[src/hdl/led_fire_effect_frame_unit_assert.svh]
// Assertion macros shared by the fire effect RTL.
// Included by the files that check their own logic; no other dependencies.
`ifndef LED_FIRE_EFFECT_FRAME_UNIT_ASSERT_SVH
`define LED_FIRE_EFFECT_FRAME_UNIT_ASSERT_SVH
`ifndef SYNTHESIS
`define LFE_ASSERT_ALW(lbl, clk, rstn, cond) \
  lbl: assert property (@(posedge clk) disable iff (!rstn) (cond)) \
    else $error("lfe: invariant violated");
`define LFE_ASSERT_IMP(lbl, clk, rstn, ante, cons) \
  lbl: assert property (@(posedge clk) disable iff (!rstn) (ante) |-> (cons)) \
    else $error("lfe: same-cycle check failed");
`define LFE_ASSERT_NXT(lbl, clk, rstn, ante, cons) \
  lbl: assert property (@(posedge clk) disable iff (!rstn) (ante) |=> (cons)) \
    else $error("lfe: next-cycle check failed");
`else
`define LFE_ASSERT_ALW(lbl, clk, rstn, cond)
`define LFE_ASSERT_IMP(lbl, clk, rstn, ante, cons)
`define LFE_ASSERT_NXT(lbl, clk, rstn, ante, cons)
`endif
`endif

[src/hdl/lfe_pkg.sv]
// Shared types, constants, microcode program and arithmetic helpers
// for the fire effect frame unit. No dependencies.
package lfe_pkg;

  localparam int PIXEL_COUNT_DEF = 25;
  localparam int SPARK_ZONE_DEF  = 7;

  localparam int CFG_IDX_W  = 2;
  localparam int CFG_DATA_W = 16;

  typedef enum logic [CFG_IDX_W-1:0] {
    REG_COOLING  = 2'd0,
    REG_SPARKING = 2'd1,
    REG_SEED     = 2'd2
  } reg_idx_e;

  localparam logic [7:0]  COOLING_RST  = 8'd55;
  localparam logic [7:0]  SPARKING_RST = 8'd120;
  localparam logic [15:0] SEED_RST     = 16'd1;
  localparam logic [15:0] LFSR_TAPS    = 16'hB400;

  localparam int          COOL_MULT   = 10;
  localparam logic [7:0]  SPARK_DRAW  = 8'd255;
  localparam logic [7:0]  SPARK_RANGE = 8'd95;
  localparam logic [7:0]  SPARK_BASE  = 8'd160;
  localparam logic [9:0]  DIV3_MUL    = 10'd683;
  localparam int          DIV3_SHIFT  = 11;
  localparam logic [15:0] T192_SCALE  = 16'd191;
  localparam logic [15:0] T192_ROUND  = 16'd127;
  localparam logic [7:0]  PAL_MASK    = 8'h3F;
  localparam logic [7:0]  BAND_HI     = 8'h80;
  localparam logic [7:0]  BAND_MID    = 8'h40;

  // Microcode
  localparam int STEP_W = 4;

  typedef enum logic [3:0] {
    OP_WAIT,
    OP_BOUND_A,
    OP_BOUND_B,
    OP_COOL,
    OP_DRIFT,
    OP_DRAW_SPARK,
    OP_TEST,
    OP_DRAW_ZONE,
    OP_DRAW_ADD,
    OP_EMIT
  } op_e;

  typedef enum logic [1:0] {
    CND_NEXT,
    CND_NO_TICK,
    CND_NO_SPARK,
    CND_ALWAYS
  } cond_e;

  localparam logic [STEP_W-1:0] ST_WAIT    = 4'd0;
  localparam logic [STEP_W-1:0] ST_BOUND_A = 4'd1;
  localparam logic [STEP_W-1:0] ST_BOUND_B = 4'd2;
  localparam logic [STEP_W-1:0] ST_COOL    = 4'd3;
  localparam logic [STEP_W-1:0] ST_DRIFT   = 4'd4;
  localparam logic [STEP_W-1:0] ST_SPARK   = 4'd5;
  localparam logic [STEP_W-1:0] ST_TEST    = 4'd6;
  localparam logic [STEP_W-1:0] ST_ZONE    = 4'd7;
  localparam logic [STEP_W-1:0] ST_ADD     = 4'd8;
  localparam logic [STEP_W-1:0] ST_EMIT    = 4'd9;

  typedef struct packed {
    op_e               op;
    logic              loop;
    cond_e             cond;
    logic [STEP_W-1:0] target;
  } uword_t;

  typedef struct packed {
    op_e  op;
    logic adv;
  } ctrl_t;

  typedef struct packed {
    logic in_valid;
    logic tick;
    logic out_free;
    logic no_spark;
  } stat_t;

  function automatic uword_t ucode(logic [STEP_W-1:0] step);
    uword_t w;
    w = '{op: OP_WAIT, loop: 1'b0, cond: CND_NEXT, target: ST_WAIT};
    unique case (step)
      ST_WAIT:    w = '{op: OP_WAIT,       loop: 1'b0, cond: CND_NO_TICK,  target: ST_WAIT};
      ST_BOUND_A: w = '{op: OP_BOUND_A,    loop: 1'b0, cond: CND_NEXT,     target: ST_WAIT};
      ST_BOUND_B: w = '{op: OP_BOUND_B,    loop: 1'b0, cond: CND_NEXT,     target: ST_WAIT};
      ST_COOL:    w = '{op: OP_COOL,       loop: 1'b1, cond: CND_NEXT,     target: ST_WAIT};
      ST_DRIFT:   w = '{op: OP_DRIFT,      loop: 1'b1, cond: CND_NEXT,     target: ST_WAIT};
      ST_SPARK:   w = '{op: OP_DRAW_SPARK, loop: 1'b0, cond: CND_NEXT,     target: ST_WAIT};
      ST_TEST:    w = '{op: OP_TEST,       loop: 1'b0, cond: CND_NO_SPARK, target: ST_EMIT};
      ST_ZONE:    w = '{op: OP_DRAW_ZONE,  loop: 1'b0, cond: CND_NEXT,     target: ST_WAIT};
      ST_ADD:     w = '{op: OP_DRAW_ADD,   loop: 1'b0, cond: CND_NEXT,     target: ST_WAIT};
      ST_EMIT:    w = '{op: OP_EMIT,       loop: 1'b1, cond: CND_ALWAYS,   target: ST_WAIT};
      default:    w = '{op: OP_WAIT,       loop: 1'b0, cond: CND_ALWAYS,   target: ST_WAIT};
    endcase
    return w;
  endfunction

  // Right-shifting Galois step
  function automatic logic [15:0] lfsr_step(logic [15:0] r);
    logic [15:0] n;
    n = r >> 1;
    if (r[0]) n = n ^ LFSR_TAPS;
    return n;
  endfunction

  // Rounded h*191/255; x/255 done as (x + (x>>8) + 1) >> 8, exact below 2^16
  function automatic logic [7:0] heat_t192(logic [7:0] h);
    logic [15:0] x;
    logic [16:0] s;
    x = ({8'd0, h} * T192_SCALE) + T192_ROUND;
    s = {1'b0, x} + {9'd0, x[15:8]} + 17'd1;
    return s[15:8];
  endfunction

  // Returns {blue, green, red}
  function automatic logic [23:0] heat_palette(logic [7:0] h);
    logic [7:0] t;
    logic [7:0] ramp;
    logic [23:0] c;
    t    = heat_t192(h);
    ramp = {t[5:0] & PAL_MASK[5:0], 2'b00};
    if (t > BAND_HI)       c = {ramp, 8'hFF, 8'hFF};
    else if (t > BAND_MID) c = {8'h00, ramp, 8'hFF};
    else                   c = {8'h00, 8'h00, ramp};
    return c;
  endfunction

endpackage

[src/hdl/lfe_useq.sv]
// Microcode sequencer of the fire effect unit: step counter, program ROM,
// pixel loop counter and conditional jumps. Depends on lfe_pkg.
`include "led_fire_effect_frame_unit_assert.svh"

module lfe_useq import lfe_pkg::*; #(
  parameter int PixelCount = PIXEL_COUNT_DEF,
  localparam int CntW = $clog2(PixelCount)
) (
  input  logic            clk_i,
  input  logic            rst_ni,
  input  stat_t           stat_i,
  output ctrl_t           ctrl_o,
  output logic [CntW-1:0] cnt_o
);

  logic [STEP_W-1:0] step_q, step_d;
  logic [CntW-1:0]   cnt_q, cnt_d;
  uword_t            uw;
  logic              adv;
  logic              take;
  logic              cnt_last;

  assign uw       = ucode(step_q);
  assign cnt_last = (cnt_q == CntW'(PixelCount - 1));

  always_comb begin
    unique case (uw.op)
      OP_WAIT: adv = stat_i.in_valid;
      OP_EMIT: adv = stat_i.out_free;
      default: adv = 1'b1;
    endcase
    unique case (uw.cond)
      CND_NEXT:     take = 1'b0;
      CND_NO_TICK:  take = !stat_i.tick;
      CND_NO_SPARK: take = stat_i.no_spark;
      CND_ALWAYS:   take = 1'b1;
      default:      take = 1'b0;
    endcase
  end

  always_comb begin
    step_d = step_q;
    cnt_d  = cnt_q;
    if (adv) begin
      if (uw.loop && !cnt_last) begin
        cnt_d = cnt_q + CntW'(1);
      end else begin
        cnt_d  = '0;
        step_d = take ? uw.target : step_q + STEP_W'(1);
      end
    end
  end

  always_ff @(posedge clk_i or negedge rst_ni) begin
    if (!rst_ni) begin
      step_q <= ST_WAIT;
      cnt_q  <= '0;
    end else begin
      step_q <= step_d;
      cnt_q  <= cnt_d;
    end
  end

  assign ctrl_o = '{op: uw.op, adv: adv};
  assign cnt_o  = cnt_q;

  `LFE_ASSERT_ALW(a_step_in_program, clk_i, rst_ni, step_q <= ST_EMIT)
  `LFE_ASSERT_ALW(a_cnt_in_range, clk_i, rst_ni, cnt_q <= CntW'(PixelCount - 1))
  `LFE_ASSERT_IMP(a_cnt_only_in_loops, clk_i, rst_ni, cnt_q != '0, uw.loop)
  `LFE_ASSERT_NXT(a_tick_starts_frame, clk_i, rst_ni, (uw.op == OP_WAIT) && stat_i.in_valid && stat_i.tick, step_q == ST_BOUND_A)

endmodule

[src/hdl/led_fire_effect_frame_unit.sv]
// Fire effect frame unit: every accepted input item with tick set advances a
// one-dimensional flame over PixelCount 8-bit heat cells (random cooling,
// upward drift, an occasional spark in the lowest cells) and then sends one
// output item per pixel, pixel 0 first, tlast on the final one, colored by a
// three-band heat palette. An item with tick clear is taken and changes
// nothing. Work is one item at a time under a microcoded sequencer that
// walks the heat cells as a rotating register ring, one cell per cycle:
// one pass each for cooling, drift and color output plus steps for the
// cooling bound, the spark test and the spark draws. Output stalls stretch
// the output pass. Configuration writes are to be taken only while the unit
// is idle; the user must ensure this, as the unit does not enforce it.
// Writing the seed reloads the noise LFSR at once (a zero seed loads 1).
`include "led_fire_effect_frame_unit_assert.svh"

module led_fire_effect_frame_unit import lfe_pkg::*; #(
  parameter int PixelCount = PIXEL_COUNT_DEF,
  parameter int SparkZone  = SPARK_ZONE_DEF
) (
  input  logic                  clk_i,
  input  logic                  rst_ni,
  // input stream
  input  logic                  s_axis_tvalid_i,
  output logic                  s_axis_tready_o,
  input  logic [7:0]            s_axis_tdata_i,   // [0] tick, [7:1] zero
  // output stream
  output logic                  m_axis_tvalid_o,
  input  logic                  m_axis_tready_i,
  output logic [31:0]           m_axis_tdata_o,   // [4:0] pixel_index, [12:5] red,
                                                  // [20:13] green, [28:21] blue, [31:29] zero
  output logic                  m_axis_tlast_o,   // last_pixel
  // configuration
  input  logic                  cfg_we_i,
  input  logic [CFG_IDX_W-1:0]  cfg_idx_i,
  input  logic [CFG_DATA_W-1:0] cfg_data_i
);

  localparam int CntW     = $clog2(PixelCount);
  localparam int ZoneSize = (SparkZone < PixelCount) ? SparkZone : PixelCount;
  localparam int BoundMax = (255 * COOL_MULT) / PixelCount + 2;
  localparam int BoundW   = $clog2(BoundMax + 1);
  localparam int DrawW    = (BoundW > 8) ? BoundW : 8;
  localparam int Recip    = 65536 / PixelCount;

  ctrl_t           ctrl;
  stat_t           stat;
  logic [CntW-1:0] cnt;

  logic [7:0]  cooling_q;
  logic [7:0]  sparking_q;
  logic [15:0] lfsr_q;

  logic [7:0]  heat_q [PixelCount];
  logic [7:0]  hist1_q, hist2_q;
  logic [27:0] prod_q;
  logic [BoundW-1:0] bound_q;
  logic [7:0]  rnd_q;
  logic [CntW-1:0] zone_y_q;
  logic [7:0]  add_q;
  logic        spark_q;

  logic        out_valid_q;
  logic [4:0]  out_pix_q;
  logic [23:0] out_bgr_q;
  logic        out_last_q;

  logic              tick;
  logic              frame_start;
  logic              is_draw;
  logic [DrawW-1:0]  draw_n;
  logic [15:0]       lfsr_nx;
  logic [DrawW+15:0] draw_prod;
  logic [DrawW-1:0]  draw;
  logic [11:0]       cool_x;
  logic [11:0]       quot0;
  logic [11:0]       rem0;
  logic [11:0]       quot;
  logic [9:0]        drift_sum;
  logic [19:0]       drift_prod;
  logic [7:0]        head;
  logic [7:0]        head_new;
  logic [7:0]        spark_heat;
  logic              rotate;
  logic              emit;

  assign tick        = s_axis_tdata_i[0];
  assign frame_start = (ctrl.op == OP_WAIT) && ctrl.adv && tick;

  assign stat = '{in_valid: s_axis_tvalid_i,
                  tick:     tick,
                  out_free: !out_valid_q || m_axis_tready_i,
                  no_spark: rnd_q >= sparking_q};

  lfe_useq #(
    .PixelCount(PixelCount)
  ) u_useq (
    .clk_i  (clk_i),
    .rst_ni (rst_ni),
    .stat_i (stat),
    .ctrl_o (ctrl),
    .cnt_o  (cnt)
  );

  // Shared draw unit: advance LFSR, scale by multiply-high
  always_comb begin
    is_draw = 1'b1;
    draw_n  = '0;
    unique case (ctrl.op)
      OP_COOL:       draw_n = DrawW'(bound_q);
      OP_DRAW_SPARK: draw_n = DrawW'(SPARK_DRAW);
      OP_DRAW_ZONE:  draw_n = DrawW'(ZoneSize);
      OP_DRAW_ADD:   draw_n = DrawW'(SPARK_RANGE);
      default:       is_draw = 1'b0;
    endcase
  end

  assign lfsr_nx   = lfsr_step(lfsr_q);
  assign draw_prod = {{DrawW{1'b0}}, lfsr_nx} * {16'd0, draw_n};
  assign draw      = draw_prod[DrawW+15:16];

  // Cooling bound (cooling*10)/N + 2: reciprocal estimate, one correction
  assign cool_x = 12'(cooling_q) * 12'(COOL_MULT);
  assign quot0  = prod_q[27:16];
  assign rem0   = cool_x - 12'(quot0 * 12'(PixelCount));
  assign quot   = (rem0 >= 12'(PixelCount)) ? quot0 + 12'd1 : quot0;

  // Drift: (h[k-1] + 2*h[k-2]) / 3 through 683/2048
  assign drift_sum  = {2'b00, hist1_q} + {1'b0, hist2_q, 1'b0};
  assign drift_prod = {10'd0, drift_sum} * {10'd0, DIV3_MUL};

  assign head       = heat_q[0];
  assign spark_heat = (spark_q && (cnt == zone_y_q)) ? head + add_q : head;

  always_comb begin
    head_new = head;
    unique case (ctrl.op)
      OP_COOL:  head_new = (draw > DrawW'(head)) ? 8'd0 : head - 8'(draw);
      OP_DRIFT: head_new = (cnt < CntW'(2)) ? head : 8'(drift_prod >> DIV3_SHIFT);
      OP_EMIT:  head_new = spark_heat;
      default:  head_new = head;
    endcase
  end

  assign rotate = ctrl.adv && ((ctrl.op == OP_COOL) || (ctrl.op == OP_DRIFT) ||
                               (ctrl.op == OP_EMIT));
  assign emit   = ctrl.adv && (ctrl.op == OP_EMIT);

  always_ff @(posedge clk_i or negedge rst_ni) begin
    if (!rst_ni) begin
      cooling_q  <= COOLING_RST;
      sparking_q <= SPARKING_RST;
      lfsr_q     <= SEED_RST;
      spark_q    <= 1'b0;
      out_valid_q <= 1'b0;
      for (int i = 0; i < PixelCount; i++) begin
        heat_q[i] <= 8'd0;
      end
    end else begin
      if (cfg_we_i) begin
        unique case (cfg_idx_i)
          REG_COOLING:  cooling_q  <= cfg_data_i[7:0];
          REG_SPARKING: sparking_q <= cfg_data_i[7:0];
          REG_SEED:     lfsr_q     <= (cfg_data_i != 16'd0) ? cfg_data_i : 16'd1;
          default: ;
        endcase
      end else if (is_draw && ctrl.adv) begin
        lfsr_q <= lfsr_nx;
      end

      if (frame_start) begin
        spark_q <= 1'b0;
      end else if (ctrl.op == OP_DRAW_ADD) begin
        spark_q <= 1'b1;
      end

      if (rotate) begin
        for (int i = 0; i < PixelCount - 1; i++) begin
          heat_q[i] <= heat_q[i+1];
        end
        heat_q[PixelCount-1] <= head_new;
      end

      if (emit) begin
        out_valid_q <= 1'b1;
      end else if (m_axis_tready_i) begin
        out_valid_q <= 1'b0;
      end
    end
  end

  // Datapath payload, no reset
  always_ff @(posedge clk_i) begin
    unique case (ctrl.op)
      OP_BOUND_A:    prod_q   <= 28'(cool_x) * 28'(Recip);
      OP_BOUND_B:    bound_q  <= BoundW'(quot + 12'd2);
      OP_DRAW_SPARK: rnd_q    <= 8'(draw);
      OP_DRAW_ZONE:  zone_y_q <= CntW'(draw);
      OP_DRAW_ADD:   add_q    <= SPARK_BASE + 8'(draw);
      default: ;
    endcase
    if (ctrl.op == OP_DRIFT) begin
      hist1_q <= head;
      hist2_q <= hist1_q;
    end
    if (emit) begin
      out_pix_q  <= 5'(cnt);
      out_bgr_q  <= heat_palette(spark_heat);
      out_last_q <= (cnt == CntW'(PixelCount - 1));
    end
  end

  assign s_axis_tready_o = (ctrl.op == OP_WAIT);
  assign m_axis_tvalid_o = out_valid_q;
  assign m_axis_tdata_o  = {3'b000, out_bgr_q, out_pix_q};
  assign m_axis_tlast_o  = out_last_q;

  `LFE_ASSERT_ALW(a_lfsr_nonzero, clk_i, rst_ni, lfsr_q != 16'd0)
  `LFE_ASSERT_NXT(a_bound_min, clk_i, rst_ni, ctrl.op == OP_BOUND_B, bound_q >= BoundW'(2))
  `LFE_ASSERT_IMP(a_emit_into_free_slot, clk_i, rst_ni, emit, !out_valid_q || m_axis_tready_i)
  `LFE_ASSERT_NXT(a_last_pixel_flag, clk_i, rst_ni, emit && (cnt == CntW'(PixelCount - 1)), m_axis_tvalid_o && m_axis_tlast_o)

endmodule

[config.mk]
export PLATFORM = sky130hd
export DESIGN_NAME = led_fire_effect_frame_unit
export DESIGN_NICKNAME = d
export VERILOG_FILES = /design/src/hdl/lfe_pkg.sv /design/src/hdl/lfe_useq.sv /design/src/hdl/led_fire_effect_frame_unit.sv
export VERILOG_INCLUDE_DIRS = /design/src /design/src/hdl
export SDC_FILE = /design/constraint.sdc
export NUM_CORES = 1
export LEC_CHECK = 0
export ABC_AREA = 1
export BUFFER_PORTS_ARGS = -buffer_cell sky130_fd_sc_hd__buf_2
export CAP_MARGIN = 20
export CORE_AREA = 3 3 249 178
export CTS_CLUSTER_DIAMETER = 150
export CTS_CLUSTER_SIZE = 24
export DETAILED_ROUTE_END_ITERATION = 8
export DIE_AREA = 0 0 252 181
export PLACE_DENSITY = 0.88
export REMOVE_ABC_BUFFERS = 1
export SLEW_MARGIN = 20
export SYNTH_ARGS = -nofsm -noshare
export SYNTH_HDL_FRONTEND = slang
export SYNTH_SLANG_ARGS = --single-unit
export TNS_END_PERCENT = 100
[constraint.sdc]
create_clock -name clk_i -period 23.7 [get_ports clk_i]
set_input_delay 3.555 -clock clk_i [delete_from_list [all_inputs] [get_ports clk_i]]
set_output_delay 3.555 -clock clk_i [all_outputs]
set_load 0.02 [all_outputs]
==> results of run 1 <==
worst paths after layout:
path | cells past startpoint | slack (ps) | start | endpoint
setup / recovery | 41 | 14630 | u_useq.step_q[1] | heat_q[7]
hold / removal | 2 | 470 | heat_q[134] | heat_q[142]
setup reg to reg | 41 | 14630 | u_useq.step_q[1] | heat_q[7]
hold reg to reg | 2 | 470 | heat_q[134] | heat_q[142]
max in group asynchronous | 2 | 19330 | rst_ni | heat_q[9]
min in group asynchronous | 1 | 3090 | rst_ni | heat_q[11]
flip-flops by register name, indices dropped and copies added, names as in the netlist:
signal	flops
add_q	8
lfsr_q	16
out_bgr_q	20
out_pix_q	5
rnd_q	8
m_axis_tvalid_o	1
spark_q	1
u_useq.cnt_o	5
u_useq.step_q	4
m_axis_tlast_o	1
prod_q	8
hist2_q	8
zone_y_q	5
cooling_q	8
hist1_q	8
heat_q	192
head	8
sparking_q	8
bound_q	7
cell usage after synthesis (9+ instances only):
cell | n | area, sq um
xnor2_1 | 21 | 183.9
inv_1 | 444 | 1667
ha_1 | 297 | 3716
o211ai_1 | 13 | 97.59
nand2_2 | 13 | 81.33
o21bai_1 | 9 | 67.56
a21o_1 | 10 | 75.07
nand2_1 | 847 | 3179
buf_2 | 32 | 160.2
edfxtp_1 | 78 | 2342
nand4_1 | 25 | 156.4
nor3_1 | 17 | 85.08
xor2_1 | 52 | 455.4
nand3_1 | 65 | 325.3
nor2_1 | 162 | 608.1
nor4_1 | 10 | 62.56
a31oi_1 | 14 | 87.58
dfrtp_1 | 233 | 5831
dfstp_2 | 10 | 262.8
inv_2 | 9 | 33.78
clkinv_1 | 10 | 37.54
a21oi_1 | 108 | 540.5
fa_1 | 182 | 3643
clkbuf_1 | 28 | 105.1
o21ai_0 | 118 | 590.6
per-layer routing:
metal	vias up	wire length (um)
li1	9154	-
met1	9165	25240
met2	641	24250
met3	82	3943
met4	0	1250
met5	-	0
cells by family after synthesis:
family / count (synthesis)
compound gates: 314
xor+xnor: 76
fa+ha+maj: 479
buf+inv: 535
flops: 321
other cells: 1
simple gates: 1171
cell usage in the layout, fill, tap and decap left out, drive strengths merged, types with 9 or more instances in the layout:
cell    count
clkbuf     28
nor2      172
nor3       17
nand2     861
a21oi     115
inv       455
ha        297
o211ai     13
xor2       55
clkinv     10
fa        182
buf        62
xnor2      21
o21ai     127
or2         9
a21o       10
nand3      70
a31oi      14
dfrtp     233
nor4       10
edfxtp     78
o21bai      9
dfstp      10
nand4      25
critical path, delay by kind of cell (launching register included):
family | cells | cell delay (ps)
adders and majority gates | 6 | 2730
and+or+nand+nor | 20 | 2550
buffers and inverters | 8 | 1670
AOI/OAI and AO/OA | 6 | 1120
DFF | 1 | 480
xor gates and xnor gates | 1 | 440
area by class of cell:
class / count / share of cell area, %
Timing Repair Buffer: 62 / 1.389
Inverter: 463 / 6.606
Tap cell: 552 / 2.618
Clock buffer: 28 / 1.769
Sequential cell: 321 / 31.97
Multi-Input combinational cell: 2045 / 55.55
Clock inverter: 2 / 0.09484
stage by stage:
step / worst slack, ps / hold WS [ps] / utilization (%) / instances
6_report: 14630 / 465.3 / 62.68 / 3473
5_1_grt: 13890 / 473.9 / 62.68 / 3473
4_1_cts: 14610 / 470.7 / 62.58 / 3472
3_5_place_dp: 14680 / 453.6 / 61.41 / 3442
3_3_place_gp: 15000 / 450.2 / 61.41 / 3442
2_1_floorplan: 13550 / 433.4 / - / 2829
==> results.ini, run 1 <==
[run_status]
status=finished clean

[global_routing]
grt_pass1_vias=19100
antenna_found_initial=0
grt_pass1_wl_um=93210
gr-usage-met3_pct=3.756
grt_start_max_net_pins=115
grt_use_met1_pct=36.76
gr-max-usage-layer=met2
use_met2_pct=38.13
grt_remaining_overflow=0
gr-usage-all-layers_pct=24.64

[synth]
ys_warn_count=0
synthSimpleGateAreaFrac_pct=18.93
synth_xor_area_share_pct=2.738
synth-edff-count=78
synth_flop_cell=dfrtp_1
synthesis.area_sq_um=25130
ys_seq_area_share_pct=33.57
synthAdderAreaFrac_pct=29.29
muxShareOfSynthArea_pct=0
synth_async_sr_flop_share_pct=75.70
synth.distinct_cells=60
synthCells=2897
synth_seq_cells=321
avgSynthCellArea_sq_um=8.674
synth_compound_area_share_pct=7.180
synth_top_family_by_area=adder cells

[clocking]
cts_made_buffers=17
clk_pin_slew_worst_paths_ps=100
insertion_delay_ps=530
h-tree-depth=1
clock_path_buffers=3
cts_tree=built
ctsRootBufferMaster=clkbuf_16
cts.hold.buffers_added=0
post_cts_buffers=0
clkSinkCount=321
ctsResizeCount=0

[critical_path]
crit_path_max_incr_delay_ps=710
endpoint_kind=register
critical_path_class=register to register
slowest_stage=nand4_1
worstSetupStartpointType=register
path_common_cell=nand2_1
critPathMaxFanout=15
cp.required_ps=24160
crit_arrival_ps=9520

[detailed_routing]
routed_via_density=5.483
drt_iter0_drc=1712
num_vias=19040
wirelength_um=54680
dr.pass1.iters=8
wire_per_inst_um=15.74
post-route-drc-count=0
ant_nets=0

[sta]
setup_violations=0
maxSlewHeadroom_pct=30.03
rsz0062_at_grt=no
worstMarginPinSlew_ps=1047
setup_tns_ps=0
period_minus_slack_ps=9065
period_share_pct=38.25
drv_slew=0
clock.fmax_ghz=0.1103
skew_ps=19.52
final_hold_viol_count=0

[final_layout]
nets=3420
drive_gt1_share_pct=5.375
area_delta_synth_final_pct=4.999
multi_input_area_sq_um=14660
n_antenna_cell=0
seq_area_sq_um=8436
final_area_sq_um=26390
nFillCells=3359

[floorplan]
rows=63
die_width_um=252
io-pin-count=66
dieHeight_um=181
initial_core_util_pct=59.70
dieArea_sq_um=45610
core_area_sq_um=42090

[flow_run]
maxCapViolCount=0

[place]
place_area_sq_um=25850
port_buffers=53
place.gp.congestion=0.9305
hpwl_um=42300

[worst_hold_path]
hold_path_class=register to register

Power of run 1 is not shown: default switching activity piles up to over one toggle a cycle in this logic, so the estimate is an artifact.
==> run 2, diff against run 1 <==
ABC_AREA = 0   (was 1)
CORE_AREA = 3 3 246 176   (was 3 3 249 178)
DIE_AREA = 0 0 249 179   (was 0 0 252 181)
PLACE_DENSITY = 0.89   (was 0.88)
clock period = 8.59 ns   (was 23.7 ns; I/O delays follow)
==> run 2 against run 1 <==
Net effect: count of clock-buffer cells in the layout shrank 4; design area shrank 0.20%; routed wire length shrank 7.0%; via count shrank 14%; flip-flop and latch count is the same; critical path type unchanged; critical endpoint is now out_bgr_q[11].
==> results.ini, run 2 <==
[sta]
maxSlewHeadroom_pct=30.43
clock.fmax_ghz=0.1204
drv_slew=0
final_hold_viol_count=0
skew_ps=13.66
period_share_pct=96.68
worstMarginPinSlew_ps=1044
period_minus_slack_ps=8305
setup_violations=0

[synth]
synth.distinct_cells=83
synthSimpleGateAreaFrac_pct=8.318
synthAdderAreaFrac_pct=29.94
avgSynthCellArea_sq_um=11.19
yosysTopAreaCell=dfrtp_1
synth_async_sr_flop_share_pct=75.70
synth_top_area_share_pct=23.72
ys_top_cells_by_area=dfrtp_1, ha_1, fa_1
synth-edff-count=78
synth_xor_area_share_pct=3.171
synthesis.area_sq_um=24580
synth_seq_cells=321
ys_seq_area_share_pct=34.32
muxShareOfSynthArea_pct=10.26
synth_top_family_by_area=adder cells
synth_flop_cell=dfrtp_1
synth_compound_area_share_pct=7.850
synthCells=2196
synth_top_cells_by_count=inv_1, ha_1, dfrtp_1
ys_warn_count=0
yosysMostFrequentCell=inv_1

[final_layout]
final_common_cell=inv_1
largest_register=heat_q
area_delta_synth_final_pct=7.137
layout_common_cells=inv_1, ha_1, dfrtp_1
nFillCells=2886
n_antenna_cell=0
largest_reg_flops=192
fin_cells=2812
top_regs=heat_q: 192 flops, out_bgr_q: 20 flops, lfsr_q: 16 flops
nets=2771
drive_gt1_share_pct=17.20

[run_status]
status=finished clean

[floorplan]
io-pin-count=66
dieArea_sq_um=44570
rows=62
dieHeight_um=179
initial_core_util_pct=60.12
die_width_um=249
core_area_sq_um=40880

[critical_path]
cp.required_ps=8850
crit_end=out_bgr_q[11]
worstSetupStartpointType=register
r2r_start=head[0]
critPathMaxFanout=6
regToRegSetupSlack_ps=290
reg2reg_depth=34
critical_path_class=register to register
slowest_stage=fa_2
crit_arrival_ps=8560
endpoint_kind=register
reg2reg_to=out_bgr_q[11]
crit_path_max_incr_delay_ps=590
startpoint=head[0]

[detailed_routing]
wirelength_um=50830
num_vias=16320
routed_via_density=5.802
post-route-drc-count=0
wire_per_inst_um=18.08
drt_iter0_drc=1245
ant_nets=0
dr.pass1.iters=8

[clocking]
h-tree-depth=1
insertion_delay_ps=530
clk_pin_slew_worst_paths_ps=110
cts_tree=built
clock_path_buffers=3
cts_made_buffers=17
cts.hold.buffers_added=0
clkSinkCount=321
ctsRootBufferMaster=clkbuf_16

[global_routing]
grt_start_max_net_pins=129
grt_pass1_vias=17370
antenna_found_initial=0
grt_remaining_overflow=0
gr-usage-all-layers_pct=23.11
grt_pass1_wl_um=84670

[worst_hold_path]
hold_path_class=register to register

[place]
dp.cells=2777
place.gp.congestion=0.9308
port_buffers=53
hpwl_um=39130

[flow_run]
maxCapViolCount=0

run 2: changes by cell type after synthesis, moves of 22 or more:
cell     delta
xnor2_1    +38
a21oi_1    -46
mux2_2    +207
a21o_1     +29
nand3_1    -47
o21ai_0    -38
nand2_1   -751
and2_1     +81
inv_1     -123
nor2_1     -78
xor2_1     -22
run 2: timing repair:
action	4_1_cts	5_1_grt
setup buffers	0	6
resized for setup	1	36
gates cloned	0	2
endpoints found under the setup margin	1	28
pin swaps	0	10
run 2: worst min-delay path by stage:
stage | start | to | cells after the start
5_1_grt | hist1_q[7] | hist2_q[7] | 0
3_5_place_dp | hist1_q[7] | hist2_q[7] | 0
6_report | hist1_q[7] | hist2_q[7] | 0
4_1_cts | hist1_q[7] | hist2_q[7] | 0
2_1_floorplan | hist1_q[1] | hist2_q[1] | 0
3_3_place_gp | hist1_q[7] | hist2_q[7] | 0
run 2: metal layers:
metal | part of all wire (%) | GRT usage, %
met5 | 0 | 0
met4 | 2.3 | 6.584
met3 | 6.5 | 3.364
met2 | 48 | 39.31
met1 | 43 | 31.28
run 2: worst max-delay path, delay by kind of cell (launching register included):
kind	cells	cell delay (ps)
mux	1	330
flops	1	440
buf+inv	4	410
fa+ha+maj	8	3300
compound gates	15	2500
simple gates	4	650
xor+xnor	2	400
run 2: kinds of logic (layout without fill, tap and decap cells):
family,Yosys count,count (layout)
other cells,1,5
compound gates,294,294
buf+inv,388,456
xor+xnor,89,89
simple gates,398,398
fa+ha+maj,479,479
mux,226,226
flops,321,321
run 2: cell type report:
class | instances | area [sq um] | share of cell area, %
multi-input cells | 1491 | 14830 | 56.32
well taps | 544 | 680.7 | 2.585
flip-flops and latches | 321 | 8438 | 32.04
clock inverters | 2 | 25.02 | 0.09503
repair buffers | 106 | 690.7 | 2.623
clock buffers | 24 | 451.7 | 1.715
inverters | 324 | 1216 | 4.618
run 2: per-stage QoR:
stage / util [%] / cell area (sq um) / setup TNS, ps / hold slack, ps / setup WS [ps]
after floorplan: - / 24300 / -426850 / 433.4 / -2252
after CTS: 63.82 / 26090 / 0 / 464.1 / 36.84
final: 64.41 / 26330 / 0 / 474.1 / 285.5
after detailed placement: 62.65 / 25610 / 0 / 450.6 / 4.381
after global placement: 62.65 / 25610 / 0 / 449.4 / 292.5
after global routing: 64.41 / 26330 / -283.2 / 493.7 / -69.46
Power of run 2 is left out for the same reason.
